**config.mk**
```make
export PLATFORM = sky130hd
export DESIGN_NAME = voice_allocator_oldest_steal
export DESIGN_NICKNAME = d
export VERILOG_FILES = /design/src/design/va_pkg.sv /design/src/design/va_front.sv /design/src/design/va_back.sv /design/src/design/voice_allocator_oldest_steal.sv
export SDC_FILE = /design/constraint.sdc
export NUM_CORES = 1
export LEC_CHECK = 0
export ABC_AREA = 0
export BUFFER_PORTS_ARGS = -buffer_cell sky130_fd_sc_hd__buf_2
export CAP_MARGIN = 10
export CORE_ASPECT_RATIO = 1.5
export CORE_MARGIN = 5
export CORE_UTILIZATION = 54
export CTS_BUF_LIST = sky130_fd_sc_hd__clkbuf_4 sky130_fd_sc_hd__clkbuf_8
export DETAILED_ROUTE_END_ITERATION = 8
export GPL_ROUTABILITY_DRIVEN = 1
export PLACE_DENSITY = 0.68
export SYNTH_ARGS = -nofsm -noshare
export SYNTH_HDL_FRONTEND = slang
export SYNTH_SLANG_ARGS = --single-unit
export TNS_END_PERCENT = 50
```
**constraint.sdc**
```tcl
create_clock -name clk -period 7.5 [get_ports clk]
set_input_delay 1.5 -clock clk [delete_from_list [all_inputs] [get_ports clk]]
set_output_delay 1.5 -clock clk [all_outputs]
set_load 0.1 [all_outputs]
```
**src/design/va_pkg.sv**
```systemverilog
// ----------------------------------------------------------------------------
// va_pkg
// shared types and constants for the voice allocator: port payloads, the
// classified queue entry, event codes and the back-end sequencer states
// ----------------------------------------------------------------------------
`default_nettype none

package va_pkg;

	localparam int VA_VOICE_COUNT = 6;
	localparam int VA_NOTE_W      = 7;
	localparam int VA_VEL_W       = 7;
	localparam int VA_TIME_W      = 32;
	localparam int VA_SLOT_W      = 3;
	localparam int VA_STATUS_W    = 3;

	// command queue between front and back, depth must be a power of two
	localparam int VA_QUEUE_DEPTH = 2;
	localparam int VA_QPTR_W      = (VA_QUEUE_DEPTH > 1) ? $clog2(VA_QUEUE_DEPTH) : 1;
	localparam int VA_QCNT_W      = $clog2(VA_QUEUE_DEPTH + 1);

	typedef enum logic {
		CMD_NOTE_ON  = 1'b0,
		CMD_NOTE_OFF = 1'b1
	} va_cmd_e;

	typedef enum logic [VA_STATUS_W-1:0] {
		ST_FREE      = 3'd0,
		ST_STOLEN    = 3'd1,
		ST_RELEASED  = 3'd2,
		ST_UNMATCHED = 3'd3,
		ST_NONE      = 3'd4
	} va_status_e;

	typedef enum logic {
		BK_DECIDE = 1'b0,
		BK_SCAN   = 1'b1
	} va_bk_state_e;

	typedef struct packed {
		logic                 command;
		logic [VA_NOTE_W-1:0] note_number;
		logic [VA_VEL_W-1:0]  note_velocity;
		logic [VA_TIME_W-1:0] time_stamp;
	} va_in_t;

	typedef struct packed {
		logic [VA_SLOT_W-1:0]   voice_slot;
		logic [VA_STATUS_W-1:0] event_status;
		logic [VA_NOTE_W-1:0]   stolen_note;
		logic                   gate_on;
	} va_out_t;

	typedef struct packed {
		va_cmd_e              op;
		logic [VA_NOTE_W-1:0] note;
		logic [VA_VEL_W-1:0]  velocity;
		logic [VA_TIME_W-1:0] start_time;
	} va_entry_t;

	typedef struct packed {
		logic      valid;
		va_entry_t entry;
	} va_qhead_t;

endpackage : va_pkg

`default_nettype wire

```
**src/design/va_front.sv**
```systemverilog
// ----------------------------------------------------------------------------
// va_front
// takes command beats, classifies them into queue entries and holds them in
// a short queue until the back end is free to carry them out
// ----------------------------------------------------------------------------
`default_nettype none

module va_front import va_pkg::*; (
	input  wire logic      clk,
	input  wire logic      arst_n,
	input  wire logic      start,
	input  wire va_in_t    item,
	output logic           busy,
	input  wire logic      pop,
	output va_qhead_t      head
);

	va_entry_t              fifo_q [VA_QUEUE_DEPTH];
	logic [VA_QPTR_W-1:0]   wr_ptr_q;
	logic [VA_QPTR_W-1:0]   rd_ptr_q;
	logic [VA_QCNT_W-1:0]   count_q;
	logic                   push;
	va_entry_t              new_entry;

	assign busy = (count_q == VA_QCNT_W'(VA_QUEUE_DEPTH));
	assign push = start && !busy;

	always_comb begin
		new_entry.op         = (item.command == 1'b1) ? CMD_NOTE_OFF : CMD_NOTE_ON;
		new_entry.note       = item.note_number;
		new_entry.velocity   = item.note_velocity;
		new_entry.start_time = item.time_stamp;
	end

	assign head.valid = (count_q != '0);
	assign head.entry = fifo_q[rd_ptr_q];

	always_ff @(posedge clk) begin
		if (push) begin
			fifo_q[wr_ptr_q] <= new_entry;
		end
	end

	// pointers wrap naturally, depth is a power of two
	always_ff @(posedge clk or negedge arst_n) begin
		if (!arst_n) begin
			wr_ptr_q <= '0;
			rd_ptr_q <= '0;
			count_q  <= '0;
		end else begin
			if (push) begin
				wr_ptr_q <= wr_ptr_q + 1'b1;
			end
			if (pop) begin
				rd_ptr_q <= rd_ptr_q + 1'b1;
			end
			case ({push, pop})
				2'b10:   count_q <= count_q + 1'b1;
				2'b01:   count_q <= count_q - 1'b1;
				default: count_q <= count_q;
			endcase
		end
	end

	a_pop_not_empty: assert property (@(posedge clk) disable iff (!arst_n)
		pop |-> head.valid)
		else $error("queue popped while empty");

	a_count_bound: assert property (@(posedge clk) disable iff (!arst_n)
		count_q <= VA_QCNT_W'(VA_QUEUE_DEPTH))
		else $error("queue count beyond depth");

	a_full_holds: assert property (@(posedge clk) disable iff (!arst_n)
		busy && !pop |=> busy)
		else $error("full queue drained without a pop");

endmodule : va_front

`default_nettype wire

```
**src/design/va_back.sv**
```systemverilog
// ----------------------------------------------------------------------------
// va_back
// voice slot table and its sequencer: note off and note on with a free voice
// finish from the decide state, a steal walks start times one slot per cycle
// ----------------------------------------------------------------------------
`default_nettype none

module va_back import va_pkg::*; #(
	parameter int VOICE_COUNT = VA_VOICE_COUNT
) (
	input  wire logic      clk,
	input  wire logic      arst_n,
	input  wire va_qhead_t head,
	output logic           pop,
	output logic           done,
	output va_out_t        result
);

	localparam int IDX_W = (VOICE_COUNT > 1) ? $clog2(VOICE_COUNT) : 1;
	localparam logic [IDX_W-1:0] LAST_IDX = IDX_W'(VOICE_COUNT - 1);

	logic [VOICE_COUNT-1:0] active_q;
	logic [VA_NOTE_W-1:0]   note_q [VOICE_COUNT];
	logic [VA_VEL_W-1:0]    vel_q  [VOICE_COUNT];
	logic [VA_TIME_W-1:0]   time_q [VOICE_COUNT];

	va_bk_state_e           state_q, state_d;
	logic [IDX_W-1:0]       idx_q, idx_d;
	logic [VA_TIME_W-1:0]   best_q, best_d;
	logic [IDX_W-1:0]       pick_q, pick_d;
	logic                   found_q, found_d;
	logic [VA_NOTE_W-1:0]   stolen_q, stolen_d;

	logic                   done_q;
	va_out_t                result_q;

	logic                   free_any;
	logic [IDX_W-1:0]       free_idx;
	logic                   match_any;
	logic [IDX_W-1:0]       match_idx;

	logic [VA_TIME_W-1:0]   scan_time;
	logic                   less;
	logic                   scan_last;
	logic                   fin_found;
	logic [IDX_W-1:0]       fin_pick;
	logic [VA_NOTE_W-1:0]   fin_stolen;

	logic                   emit;
	logic                   wr_on;
	logic                   wr_off;
	logic [IDX_W-1:0]       wr_idx;
	logic [IDX_W+2:0]       wr_wide;
	logic [VA_STATUS_W-1:0] res_status;
	logic [VA_NOTE_W-1:0]   res_stolen;
	logic                   res_gate;

	// lowest free voice and lowest active voice holding the note
	always_comb begin
		free_any  = 1'b0;
		free_idx  = '0;
		match_any = 1'b0;
		match_idx = '0;
		for (int i = VOICE_COUNT - 1; i >= 0; i--) begin
			if (!active_q[i]) begin
				free_any = 1'b1;
				free_idx = IDX_W'(i);
			end
			if (active_q[i] && (note_q[i] == head.entry.note)) begin
				match_any = 1'b1;
				match_idx = IDX_W'(i);
			end
		end
	end

	// oldest-voice walk, strictly smaller wins so the lowest index keeps a tie
	assign scan_time  = time_q[idx_q];
	assign less       = (scan_time < best_q);
	assign scan_last  = (idx_q == LAST_IDX);
	assign fin_found  = less || found_q;
	assign fin_pick   = less ? idx_q : pick_q;
	assign fin_stolen = less ? note_q[idx_q] : stolen_q;

	always_comb begin
		state_d = state_q;
		case (state_q)
			BK_DECIDE: begin
				if (head.valid && (head.entry.op == CMD_NOTE_ON) && !free_any) begin
					state_d = BK_SCAN;
				end
			end
			BK_SCAN: begin
				if (scan_last) begin
					state_d = BK_DECIDE;
				end
			end
			default: state_d = BK_DECIDE;
		endcase
	end

	always_comb begin
		pop        = 1'b0;
		emit       = 1'b0;
		wr_on      = 1'b0;
		wr_off     = 1'b0;
		wr_idx     = '0;
		res_status = ST_NONE;
		res_stolen = '0;
		res_gate   = 1'b0;
		idx_d      = idx_q;
		best_d     = best_q;
		pick_d     = pick_q;
		found_d    = found_q;
		stolen_d   = stolen_q;
		case (state_q)
			BK_DECIDE: begin
				if (head.valid) begin
					if (head.entry.op == CMD_NOTE_OFF) begin
						pop  = 1'b1;
						emit = 1'b1;
						if (match_any) begin
							wr_off     = 1'b1;
							wr_idx     = match_idx;
							res_status = ST_RELEASED;
						end else begin
							res_status = ST_UNMATCHED;
						end
					end else if (free_any) begin
						pop        = 1'b1;
						emit       = 1'b1;
						wr_on      = 1'b1;
						wr_idx     = free_idx;
						res_status = ST_FREE;
						res_gate   = 1'b1;
					end else begin
						idx_d    = '0;
						best_d   = '1;
						pick_d   = '0;
						found_d  = 1'b0;
						stolen_d = '0;
					end
				end
			end
			BK_SCAN: begin
				if (scan_last) begin
					pop  = 1'b1;
					emit = 1'b1;
					if (fin_found) begin
						wr_on      = 1'b1;
						wr_idx     = fin_pick;
						res_status = ST_STOLEN;
						res_stolen = fin_stolen;
						res_gate   = 1'b1;
					end else begin
						res_status = ST_NONE;
					end
				end else begin
					idx_d = idx_q + 1'b1;
					if (less) begin
						best_d   = scan_time;
						pick_d   = idx_q;
						found_d  = 1'b1;
						stolen_d = note_q[idx_q];
					end
				end
			end
			default: begin
				pop = 1'b0;
			end
		endcase
	end

	// slot number is reported in three bits
	assign wr_wide = {3'b000, wr_idx};

	always_ff @(posedge clk) begin
		if (wr_on) begin
			note_q[wr_idx] <= head.entry.note;
			vel_q[wr_idx]  <= head.entry.velocity;
			time_q[wr_idx] <= head.entry.start_time;
		end else if (wr_off) begin
			note_q[wr_idx] <= '0;
		end
		idx_q    <= idx_d;
		best_q   <= best_d;
		pick_q   <= pick_d;
		found_q  <= found_d;
		stolen_q <= stolen_d;
		if (emit) begin
			result_q.voice_slot   <= wr_wide[2:0];
			result_q.event_status <= res_status;
			result_q.stolen_note  <= res_stolen;
			result_q.gate_on      <= res_gate;
		end
	end

	// velocity is held for the voice but nothing downstream reads it here
	always_ff @(posedge clk or negedge arst_n) begin
		if (!arst_n) begin
			active_q <= '0;
			state_q  <= BK_DECIDE;
			done_q   <= 1'b0;
		end else begin
			if (wr_on) begin
				active_q[wr_idx] <= 1'b1;
			end else if (wr_off) begin
				active_q[wr_idx] <= 1'b0;
			end
			state_q <= state_d;
			done_q  <= emit;
		end
	end

	assign done   = done_q;
	assign result = result_q;

	a_scan_steal_only: assert property (@(posedge clk) disable iff (!arst_n)
		state_q == BK_SCAN |-> head.valid && (head.entry.op == CMD_NOTE_ON) && (&active_q))
		else $error("voice walk without a pending steal");

	a_pop_gives_beat: assert property (@(posedge clk) disable iff (!arst_n)
		pop |=> done)
		else $error("command retired without a result beat");

	a_steal_gates: assert property (@(posedge clk) disable iff (!arst_n)
		done && (result.event_status == ST_STOLEN || result.event_status == ST_FREE)
			|-> result.gate_on)
		else $error("started voice without gate");

	a_start_fills: assert property (@(posedge clk) disable iff (!arst_n)
		wr_on |=> active_q[$past(wr_idx)])
		else $error("started voice not marked active");

endmodule : va_back

`default_nettype wire

```
**src/design/voice_allocator_oldest_steal.sv**
```systemverilog
// a command is registered into the queue, decided by the back end and its
//   result registered; a steal first walks every slot's start time
// throughput: one command per cycle while voices are free or for note off;
//   a steal holds the back end while it walks the slots (one slot per cycle)
// the receiver cannot stall: done is a single-cycle strobe
// reset clears all voices to inactive and empties the command queue
// ----------------------------------------------------------------------------
// voice_allocator_oldest_steal
// polyphonic voice allocator with oldest-note stealing: a command queue in
// front of a slot table that starts and releases voices
// ----------------------------------------------------------------------------
`default_nettype none

module voice_allocator_oldest_steal import va_pkg::*; #(
	parameter int VOICE_COUNT = VA_VOICE_COUNT
) (
	input  wire logic   clk,
	input  wire logic   arst_n,
	input  wire logic   start,
	output logic        busy,
	input  wire va_in_t item,
	output logic        done,
	output va_out_t     result
);

	va_qhead_t head;
	logic      pop;

	va_front u_front (
		.clk    (clk),
		.arst_n (arst_n),
		.start  (start),
		.item   (item),
		.busy   (busy),
		.pop    (pop),
		.head   (head)
	);

	va_back #(
		.VOICE_COUNT (VOICE_COUNT)
	) u_back (
		.clk    (clk),
		.arst_n (arst_n),
		.head   (head),
		.pop    (pop),
		.done   (done),
		.result (result)
	);

endmodule : voice_allocator_oldest_steal

`default_nettype wire

```
==> summary.md, run 1 <==
| Metric | Value |
|---|---|
| Peak supply drop | between 0.15 and 0.2 mV |
| Initial antenna violation count | 0 |
| Setup CP Type | reg -> reg |
| Slew at the pin with the worst max-slew slack | between 0.9 and 1 ns |
| Slew Limit Headroom | about 34% |
| Total global-route track usage | 18.2% |
| DRT iter0 DRCs | 415 |
| Yosys warns | 0 |
| R2R setup slack | ~1.9 ns |
| Clock Skews | between 0.015 and 0.02 ns |
| CP Capture Type | flop |
| Die H | between 200 and 250 µm |
| Top cells by area, synth | edfxtp_1 70%, mux4_2 6.2%, mux2i_1 2.6%, mux2_2 2.6%, ha_1 2.5% |
| Final hold violation count | 0 |
| Diode count | 0 |
| Leakage power | approximately 6.2 nW |
| Startpoint Class | flop |
| Port Buf Inserts | 58 |
| Synth async-reset ratio | under 10% |
| Num CTS Buffers | 57 |
| Share of cells above drive strength 1 | between 20% and 30% |
| Gpl congestion | between 0.8 and 0.9 |
| Post_cts resized | 0 |
| Setup TNS Final | 0 ns |
| Number of setup violations in the final report | 0 |
| CTS tree | yes |
| Cts-stage hold buffer count | 0 |
| Largest net degree at the start of global routing | 55 |
| Placed Area | 0.0176 mm² |
| Share of the synthesized area in the top cell type | about 70% |
| # Post-CTS Setup Buffers | 0 |
| DRT Wirelength | a little over 30 mm |
| Flip-flop and latch count after synthesis | between 400 and 500 |
| Register area share after synthesis | about 72% |
| Final min period | between 5 and 6 ns |
| IO Count | between 60 and 70 |
| Hold depth | 1 |
| Area Growth Syn to Fin | 11.7% |
| EDFF count, synth | ~390 |
| Syn Area/Cell | approximately 17 µm² |
| Root buffer cell | clkbuf_8 |
| FP Rows | 79 |
| PD cells | between 300 and 400 mW/mm² |
| Worst min-delay path startpoint | u_front.count_q[1] |
| Post-synth top area cell | edfxtp_1 |
| Fmax | approximately 0.18 GHz |
| Synthesized instance count | 982 |
| DP Wirelength | ~19 mm |
| Cell variety after synth | 52 |
| Worst hold path class | reg -> reg |
| Via count | 8,427 |
| First-pass DRT Iterations | 4 |
| Worst r2r dst | u_back.time_q[3][11] |
| CP Data Required Time | approximately 7.7 ns |
| Post-Syn Area | around 0.017 mm² |
| Post-layout net count | between 1,000 and 1,500 |
| Critical path arrival | between 5 and 6 ns |
| CTS sink count | 403 |
| Die X-Extent | around 150 µm |
| Post-route ant nets | 0 |
| Ys flop type | edfxtp_1 |
| Skew-Pair Late Insertion Delay | ~0.6 ns |
| Initial Util | 54.2% |
| Vias per cell | roughly 5.5 |
| Global-route wire length before repair | 48.7 mm |
| Global route overflow | 0 |
| Clock Pin Slew Worst Setup and Hold Paths | 0.07 ns |
| DRC | 0 |
| R2r worst-path depth | 16 |
| Most frequent cells in the layout | 388 x edfxtp_1, 69 x nor2_1, 58 x clkbuf_8, 58 x buf_2, 49 x a21oi_1 |
| Max Fanout on Critical Path | 32 |
| RSZ-0062 raised after global routing | no |
| Commonest non-fill, non-tap cell in the layout | edfxtp_1 |
| Status | finished, final reports clean |
| CTS Buffer Depth | 3 |
| Hold endpoint | u_front.count_q[1] |
| DR WL/cell | 20.3 µm |
| Post-synth net total | about 1,100 |
| Period utilization | between 70% and 80% |
| Die Footprint | around 0.035 mm² |
| Fin. max-slew vios | 0 |
| Number of global-route vias before repair | approximately 9,000 |
| Design area | approximately 0.019 mm² |
| Max-Cap Viols | 0 |
| H-tree depth | 2 |
| Floorplan core area | about 0.03 mm² |
## cell usage after synthesis, types with 17 or more instances
| library cell | instances |
|---|---|
| inv_1 | 44 |
| a21oi_1 | 49 |
| nor2_1 | 73 |
| mux2_2 | 38 |
| mux2i_1 | 43 |
| xnor2_1 | 41 |
| clkbuf_1 | 20 |
| ha_1 | 34 |
| mux4_2 | 46 |
| edfxtp_1 | 388 |
| or2_2 | 33 |
| nand2_1 | 27 |
| nand4_1 | 17 |
| o21ai_0 | 18 |
## routing by layer
layer | part of all wire (%) | routed length, µm | up-vias | GRT usage (%)
met3 | 3.9 | 1220 | 67 | 3.13
met1 | 38 | 11700 | 4189 | 20.8
met4 | 4.7 | 1470 | 0 | 8.72
met2 | 54 | 16700 | 208 | 33.2
met5 | 0 | 0 | - | 0
li1 | - | - | 3963 | -
## state kept, by name, summed over array words and instances, names as in the netlist, 2 cells and up, named ones only
register and count:
u_front.count_q 2, u_back.pick_q 3, u_back.idx_q 3, u_back.result 14, u_back.stolen_q 7, u_front.fifo_q 80, u_back.best_q 32, u_back.time_q 192
u_back.note_q 56
## worst max-delay path by stage
stage | startpoint | end | slack [ns] | depth (start not counted)
6_report | flop | u_back.time_q[3][11] | 1.85 | 16
5_1_grt | flop | u_back.time_q[3][10] | 1.51 | 16
4_1_cts | flop | u_back.time_q[3][2] | 1.81 | 16
3_5_place_dp | flop | u_back.time_q[3][2] | 1.83 | 16
3_3_place_gp | flop | u_back.time_q[2][6] | 1.81 | 16
2_1_floorplan | flop | u_back.time_q[4][0] | 0.65 | 16
## kinds of logic after synthesis
family	synth area share (%)
multiplexers	12.3
flip-flops	71.9
XOR/XNOR	2.52
buffers and inverters	1.99
AND/OR/NAND/NOR	5.55
adder cells (fa/ha/maj)	2.55
AO/OA/AOI/OAI	3.24
## critical path, stage by stage (launching register included)
cell and delay, ns:
dfxtp_4 0.73, buf_4 0.43, mux4_2 0.54, nor2_1 0.10, a21oi_1 0.07, ha_1 0.35
a21oi_1 0.13, o21ai_0 0.11, o21ai_0 0.21, o211ai_1 0.19, a31oi_4 0.63, mux2_2 0.43
o221a_2 0.34, inv_2 0.15, nand3_2 0.14, nor2b_4 0.14, buf_4 0.50
## metrics by stage
step | hold slack [ns] | std cells | worst slack (ns) | utilization (%) | total power [mW]
after floorplan | 0.459 | 982 | 0.645 | - | 4.69
after global placement | 0.489 | 1429 | 1.81 | 56.9 | 5.17
after detailed placement | 0.488 | 1429 | 1.83 | 56.9 | 5.24
after CTS | 0.500 | 1532 | 1.81 | 60.5 | 6.92
after global routing | 0.522 | 1532 | 1.51 | 60.5 | 7.20
final | 0.499 | 1532 | 1.85 | 60.5 | 6.83
## layout make-up
class | instances | area (µm²)
clock buffers | 76 | 933
clock inverters | 27 | 179
fillers | 2325 | 12200
inverters | 47 | 179
multi-input cells | 497 | 4420
flip-flops and latches | 403 | 12000
well taps | 405 | 507
repair buffers | 77 | 433
## power by group
part           switching (mW)  internal [mW]  total, mW
clock network           0.789          0.880       1.67
logic                    1.29          0.601       1.89
registers               0.145           3.12       3.27
No activity file was read; power rests on OpenSTA's default activity.
==> inputs of run 2 (changes only) <==
--- a/config.mk
+++ b/config.mk
@@ -14,7 +14,7 @@
 export CTS_BUF_LIST = sky130_fd_sc_hd__clkbuf_4 sky130_fd_sc_hd__clkbuf_8
 export DETAILED_ROUTE_END_ITERATION = 8
 export GPL_ROUTABILITY_DRIVEN = 1
-export PLACE_DENSITY = 0.68
+export PLACE_DENSITY = 0.71
 export SYNTH_ARGS = -nofsm -noshare
 export SYNTH_HDL_FRONTEND = slang
 export SYNTH_SLANG_ARGS = --single-unit
==> constraint.sdc (replaced) <==
create_clock -name clk -period 4.8 [get_ports clk]
set_input_delay 0.96 -clock clk [delete_from_list [all_inputs] [get_ports clk]]
set_output_delay 0.96 -clock clk [all_outputs]
set_load 0.1 [all_outputs]
==> run 2 against run 1 <==
  * Cell count is 1.2% higher
  * Count of clock-buffer cells in the layout is 1 lower
  * Non-clock buffer count is 15 higher
  * Worst setup slack worse by 1.6 ns
  * Critical path type unchanged
==> summary.md, run 2 (synthesis results as in run 1) <==
| Metric | Value |
|---|---|
| Status | finished, final reports clean |
| CTS sink count | 403 (unchanged) |
| CP max-delay cell | mux4_2 |
| # Post-CTS Setup Buffers | 0 (unchanged) |
| CTS Buffer Depth | 3 (unchanged) |
| CP Data Required Time | 5.08 ns (-2.65 ns) |
| Global routing's busiest layer | met2 |
| Final min period | 4.54 ns (-1.11 ns) |
| Post-layout net count | 1,181 (+1.2%) |
| Critical path arrival | 4.82 ns (-1.05 ns) |
| IO Count | 66 (unchanged) |
| Post-route ant nets | 0 (unchanged) |
| Total global-route track usage | 19.0% (+0.75 points) |
| PD cells | 570 mW/mm² (+56%) |
| CP cell instances | buf_12 -> mux4_2 -> nor2_1 -> a21oi_1 -> ha_1 -> nor2b_1 -> o211ai_1 -> a21oi_1 -> a211o_1 -> a31oi_4 -> mux2_2 -> o221a_2 -> inv_2 -> nand3_2 -> nor2b_4 -> buf_12 |
| Commonest non-fill, non-tap cell in the layout | edfxtp_1 |
| Gpl congestion | 0.879 (+5.5%) |
| Cts-stage hold buffer count | 0 (unchanged) |
| Die H | 225 µm (unchanged) |
| Initial Util | 54.2% (unchanged) |
| Area Growth Syn to Fin | 13.2% |
| DRT Wirelength | 32.3 mm (+4.0%) |
| R2r worst-path depth | 16 (unchanged) |
| Post_cts resized | 0 (unchanged) |
| Slew Limit Headroom | 23.2% (-10 points) |
| Setup TNS Final | 0 ns (unchanged) |
| Setup CP Type | reg -> reg |
| Largest net degree at the start of global routing | 55 (unchanged) |
| Number of global-route vias before repair | 9,244 (+4.2%) |
| Global route overflow | 0 (unchanged) |
| CTS tree | yes |
| Max reg flops | 192 (unchanged) |
| DRC | 0 (unchanged) |
| Worst hold path class | in -> async |
| Worst setup endpoint | u_back.time_q[2][17] |
| CP Buf/Inv Count | 3 (unchanged) |
| Port Buf Inserts | 58 (unchanged) |
| Peak supply drop | 0.614 mV (+230%) |
| Design area | 0.0189 mm² (+1.4%) |
| Slew at the pin with the worst max-slew slack | 1.15 ns (+0.155 ns) |
| Via count | 8,663 (+2.8%) |
| Top flop regs | u_back.time_q: 192 flops, u_front.fifo_q: 80 flops, u_back.note_q: 56 flops |
| CP peak stage delay | 0.53 ns (-0.20 ns) |
| Share of cells above drive strength 1 | 29.0% (+0.87 points) |
| Startpoint Class | flop |
| Most frequent cells in the layout | 388 x edfxtp_1, 69 x nor2_1, 61 x clkbuf_8 |
| Period utilization | 94.6% (+19 points) |
| Largest reg by FF count | u_back.time_q |
| Worst r2r dst | u_back.time_q[2][17] |
| First-pass DRT Iterations | 5 (+1) |
| CP delay by family, top | compound AO/OA/AOI/OAI gates |
| Stages on worst setup path | 16 (unchanged) |
| Vias per cell | 5.59 (+1.5%) |
| Routing usage on met1 | 21.6% (+0.81 points) |
| Global-route wire length before repair | 50.5 mm (+3.7%) |
| Fin. max-slew vios | 0 (unchanged) |
| Fmax | 0.220 GHz (+24%) |
| Floorplan core area | 0.0308 mm² (unchanged) |
| Clock Pin Slew Worst Setup and Hold Paths | 0.07 ns (about the same) |
| DP Wirelength | 20.5 mm (+6.5%) |
| Skew-Pair Late Insertion Delay | 0.61 ns (about the same) |
| Root buffer cell | clkbuf_8 |
| Num CTS Buffers | 56 (-1.8%) |
| Number of setup violations in the final report | 0 (unchanged) |
| M2 GR Usage | 35.5% (+2.3 points) |
| DRT iter0 DRCs | 513 (+24%) |
| Clock Skews | 0.0188 ns (+0.00322 ns) |
| R2R setup slack | 0.26 ns (-1.59 ns) |
| Die X-Extent | 154 µm (unchanged) |
| Routing usage on met3 | 2.82% (-0.31 points) |
| Leakage power | 6.30 nW (+1.6%) |
| Initial antenna violation count | 1 (+1) |
| Placed Area | 0.0178 mm² (+1.4%) |
| H-tree depth | 2 (unchanged) |
| Die Footprint | 0.0346 mm² (unchanged) |
| Final hold violation count | 0 (unchanged) |
| CP Capture Type | flop |
| DR WL/cell | 20.8 µm (+2.7%) |
| Max-Cap Viols | 0 (unchanged) |
| Max Fanout on Critical Path | 35 (+9.4%) |
| FP Rows | 79 (unchanged) |
| RSZ-0062 raised after global routing | no |
==> run 2: changes by cell type in the layout (fill, tap and decap cells not counted), moves of 3 or more <==
| cell | before | now |
|---|---|---|
| clkbuf_8 | 58 | 61 |
| clkbuf_4 | 18 | 14 |
| clkinv_1 | 11 | 16 |
| buf_4 | 19 | 24 |
| buf_12 | 0 | 10 |
==> run 2: cell type report <==
cell class / instances / area [µm²]
Multi-Input combinational cell: 497 / 4430
Antenna cell: 1 / 2.50
Timing Repair Buffer: 92 / 671
Tap cell: 405 / 507
Sequential cell: 403 / 12000
Fill cell: 2322 / 11900
Inverter: 47 / 179
Clock buffer: 75 / 945
Clock inverter: 31 / 166
==> run 2: through the flow <==
step                      std cells  hold slack, ns  power, mW  setup slack, ns  utilization [%]
after floorplan                 982           0.459       7.35          0.00487                -
final                          1551           0.238       10.8            0.258             61.3
after global routing           1551           0.219       11.3           0.0276             61.3
after global placement         1444           0.478       8.20            0.276             57.7
after CTS                      1550           0.194       10.9            0.218             61.3
after detailed placement       1444           0.488       8.31            0.256             57.7
==> run 2: worst min-delay path by stage <==
stage	start	to	slack, ns	depth (start not counted)
floorplan	u_front.count_q[1]	u_front.count_q[1]	0.46	1
global placement	u_front.count_q[1]	u_front.count_q[1]	0.48	1
detailed placement	u_front.count_q[1]	u_front.count_q[1]	0.49	1
CTS	arst_n	u_back.done	0.19	1
global route	arst_n	u_front.wr_ptr_q	0.22	1
finish	arst_n	u_back.done	0.24	1
==> run 2: power by group <==
part / internal, mW / total (mW) / switching, mW
logic: 1.02 / 3.09 / 2.07
registers: 4.88 / 5.11 / 0.232
clock network: 1.34 / 2.58 / 1.24
total: 7.24 / 10.8 / 3.54
==> run 2: worst reg2reg max path, stage by stage (launching register included) <==
cell and delay (ns):
dfxtp_4 0.38, buf_12 0.26, mux4_2 0.55, nor2_1 0.10, a21oi_1 0.06, ha_1 0.33, nor2b_1 0.14, o211ai_1 0.17
a21oi_1 0.09, a211o_1 0.33, a31oi_4 0.34, mux2_2 0.39, o221a_2 0.34, inv_2 0.17, nand3_2 0.15, nor2b_4 0.16
buf_12 0.26
==> run 2: layer usage <==
metal,vias to the layer above,share of wire [%]
li1,3999,-
met1,4412,38
met2,178,55
met3,74,3.4
met4,0,3.6
met5,-,0
==> inputs of run 3 (changes only) <==
--- a/config.mk
+++ b/config.mk
@@ -8,7 +8,7 @@
 export ABC_AREA = 0
 export BUFFER_PORTS_ARGS = -buffer_cell sky130_fd_sc_hd__buf_2
 export CAP_MARGIN = 10
-export CORE_ASPECT_RATIO = 1.5
+export CORE_ASPECT_RATIO = 0.7
 export CORE_MARGIN = 5
 export CORE_UTILIZATION = 54
 export CTS_BUF_LIST = sky130_fd_sc_hd__clkbuf_4 sky130_fd_sc_hd__clkbuf_8
==> run 3 against run 2 <==
  * Count of clock-buffer cells in the layout rose by 3
  * First-iteration DRC count rose by 27%
  * Die area hardly changed
  * Utilization is 1.4 points higher
  * Wire length is 0.16% higher
  * Global-route usage rose by 0.083 points
  * Sequential power about the same
  * Worst hold slack improved by 0.024 ns
  * Via count is 0.35% higher
  * Non-clock buffer count up 9
==> summary.md, run 3 (synthesis results as in run 1) <==
| Metric | Value |
|---|---|
| Number of setup violations in the final report | 0 (unchanged) |
| Crit-path most repeated cell | nor2_1 |
| Placed Area | 0.0179 mm² (+0.37%) |
| Via count | 8,693 (+0.35%) |
| R2r worst-path depth | 16 (unchanged) |
| Most frequent cells in the layout | 388 x edfxtp_1, 67 x nor2_1, 59 x clkbuf_8 |
| Root buffer cell | clkbuf_8 |
| Final min period | 4.54 ns (+0.00141 ns) |
| Diode count | 0 (-1) |
| Die X-Extent | 220 µm (+43%) |
| Max Fanout on Critical Path | 19 (-46%) |
| Gpl congestion | 0.861 (-2.0%) |
| Fillcell total | 2,216 (-4.6%) |
| CP peak stage delay | 0.49 ns (-0.04 ns) |
| Total global-route track usage | 19.1% (+0.083 points) |
| Register area | 0.0120 mm² (unchanged) |
| Global route overflow | 0 (unchanged) |
| H-tree depth | 2 (unchanged) |
| Commonest non-fill, non-tap cell in the layout | edfxtp_1 |
| Clock Skews | 0.0188 ns (+0.0000494 ns) |
| Vias per cell | 5.57 (-0.36%) |
| Global-route wire length before repair | 50.3 mm (-0.40%) |
| Peak supply drop | 0.323 mV (-47%) |
| R2R setup slack | 0.26 ns (about the same) |
| Area Growth Syn to Fin | 13.6% |
| Top flop regs | u_back.time_q: 192 flops, u_front.fifo_q: 80 flops, u_back.note_q: 56 flops |
| Die H | 157 µm (-30%) |
| Switch share | 33.0% (+0.11 points) |
| Multi-input gate area | 0.00444 mm² (+0.11%) |
| Setup TNS Final | 0 ns (unchanged) |
| Floorplan core area | 0.0302 mm² (-1.9%) |
| Period utilization | 94.7% (about the same) |
| Critical path arrival | 4.84 ns (+0.02 ns) |
| Finished Core Util | 62.8% (+1.4 points) |
| Skew-Pair Late Insertion Delay | 0.61 ns (about the same) |
| CTS sink count | 403 (unchanged) |
| Slew at the pin with the worst max-slew slack | 0.919 ns (-0.233 ns) |
| DP Cell Count | 1,457 (+0.90%) |
| Slew Limit Headroom | 38.6% (+15 points) |
| Post-layout net count | 1,192 (+0.93%) |
| DP Wirelength | 20.2 mm (-1.3%) |
| RSZ-0062 raised after global routing | no |
| DRT Wirelength | 32.4 mm (+0.16%) |
| Leakage power | 6.32 nW (+0.33%) |
| FP Rows | 53 (-33%) |
| CP cell instances | buf_12 -> buf_4 -> mux4_2 -> nor2_1 -> a21oi_1 -> ha_1 -> nand4_1 -> nor2_1 -> a211o_1 -> a31oi_4 -> mux2_2 -> o221a_2 -> inv_2 -> nand3_2 -> nor2b_4 -> clkbuf_16 |
| Sequential power share | 47.5% (about the same) |
| Setup CP Type | reg -> reg |
| Max reg flops | 192 (unchanged) |
| Final hold violation count | 0 (unchanged) |
| Clock network power share | 23.3% (-0.6 points) |
| Combinational power share | 29.2% (+0.5 points) |
| Fmax | 0.220 GHz (about the same) |
| Max-Cap Viols | 0 (unchanged) |
| Switch Pwr | 3.54 mW (about the same) |
| Largest reg by FF count | u_back.time_q |
| Clock Pin Slew Worst Setup and Hold Paths | 0.06 ns (about the same) |
| First-pass DRT Iterations | 5 (unchanged) |
| CTS tree | yes |
| Share of cells above drive strength 1 | 29.5% (+0.48 points) |
| CTS Buffer Depth | 3 (unchanged) |
| CP Capture Type | flop |
| CP max-delay cell | mux4_2 |
| Post-route ant nets | 0 (unchanged) |
| Design area | 0.0190 mm² (+0.30%) |
| Initial Util | 55.3% (+1.1 points) |
| Worst hold path class | in -> async |
| Largest net degree at the start of global routing | 55 (unchanged) |
| DRC | 0 (unchanged) |
| Startpoint Class | flop |
| Initial antenna violation count | 1 (unchanged) |
| DR WL/cell | 20.7 µm (-0.54%) |
| CP Data Required Time | 5.10 ns (+0.02 ns) |
| Int Pwr | 7.20 mW (-0.47%) |
| Number of global-route vias before repair | 8,668 (-6.2%) |
| Num CTS Buffers | 58 (+3.6%) |
| DRT iter0 DRCs | 654 (+27%) |
| Worst r2r dst | u_back.time_q[2][4] |
| Final std cells w/o fill | 1,562 (+0.71%) |
| Status | finished, final reports clean |
| Fin. max-slew vios | 0 (unchanged) |
| IO Count | 66 (unchanged) |
| Port Buf Inserts | 58 (unchanged) |
| Die Footprint | 0.0346 mm² (about the same) |
| PD cells | 566 mW/mm² (-0.60%) |
## run 3: what timing repair did
action	CTS	global route
setup buffers	0	2
hold buffers	0	0
setup endpoints to repair	0	69
gates resized for setup	0	4
## run 3: final cells by class
class,instances,area share [%]
flip-flops and latches,403,63.3
multi-input cells,497,23.4
clock buffers,78,5.03
repair buffers,101,4.05
well taps,412,2.72
inverters,47,0.943
clock inverters,24,0.554
## run 3: power by group through the flow
stage          clock network, mW  logic [mW]  registers (mW)
2_1_floorplan                  0        1.84            5.51
3_3_place_gp                   0        3.06            5.15
6_report                    2.50        3.14            5.11
4_1_cts                     2.57        3.13            5.11
5_1_grt                     2.75        3.41            5.15
3_5_place_dp                   0        3.12            5.18
## run 3: worst max-delay path by stage
stage,from,endpoint,slack [ns],depth (start not counted)
global route,flop,u_back.time_q[2][28],0.005,16
CTS,flop,u_back.time_q[2][30],0.20,16
global placement,flop,u_back.time_q[2][18],0.23,16
detailed placement,flop,u_back.time_q[2][9],0.23,16
floorplan,flop,u_back.time_q[4][0],0.005,16
finish,flop,u_back.time_q[2][4],0.26,16
## run 3: worst max-delay path, delay by kind of cell, from the launching register on
kind	cells	cell delay, ns
AOI/OAI and AO/OA	4	1.04
adders and majority gates	1	0.35
buffers and inverters	4	0.82
DFF	1	0.45
muxes	2	0.87
and+or+nand+nor	5	0.66
## run 3: per-layer routing
metal | GRT usage [%] | share of wire, % | up-vias
met4 | 4.60 | 1.5 | 2
met1 | 29.9 | 48 | 4398
li1 | - | - | 4023
met2 | 27.6 | 44 | 228
met3 | 4.10 | 6.5 | 42
met5 | 0 | 0.062 | -
## run 3: stage by stage
step | setup WS, ns | hold slack, ns | total power [mW]
floorplan | 0.00487 | 0.459 | 7.35
global placement | 0.229 | 0.481 | 8.21
detailed placement | 0.226 | 0.498 | 8.30
CTS | 0.196 | 0.228 | 10.8
global route | 0.00484 | 0.244 | 11.3
finish | 0.257 | 0.262 | 10.7
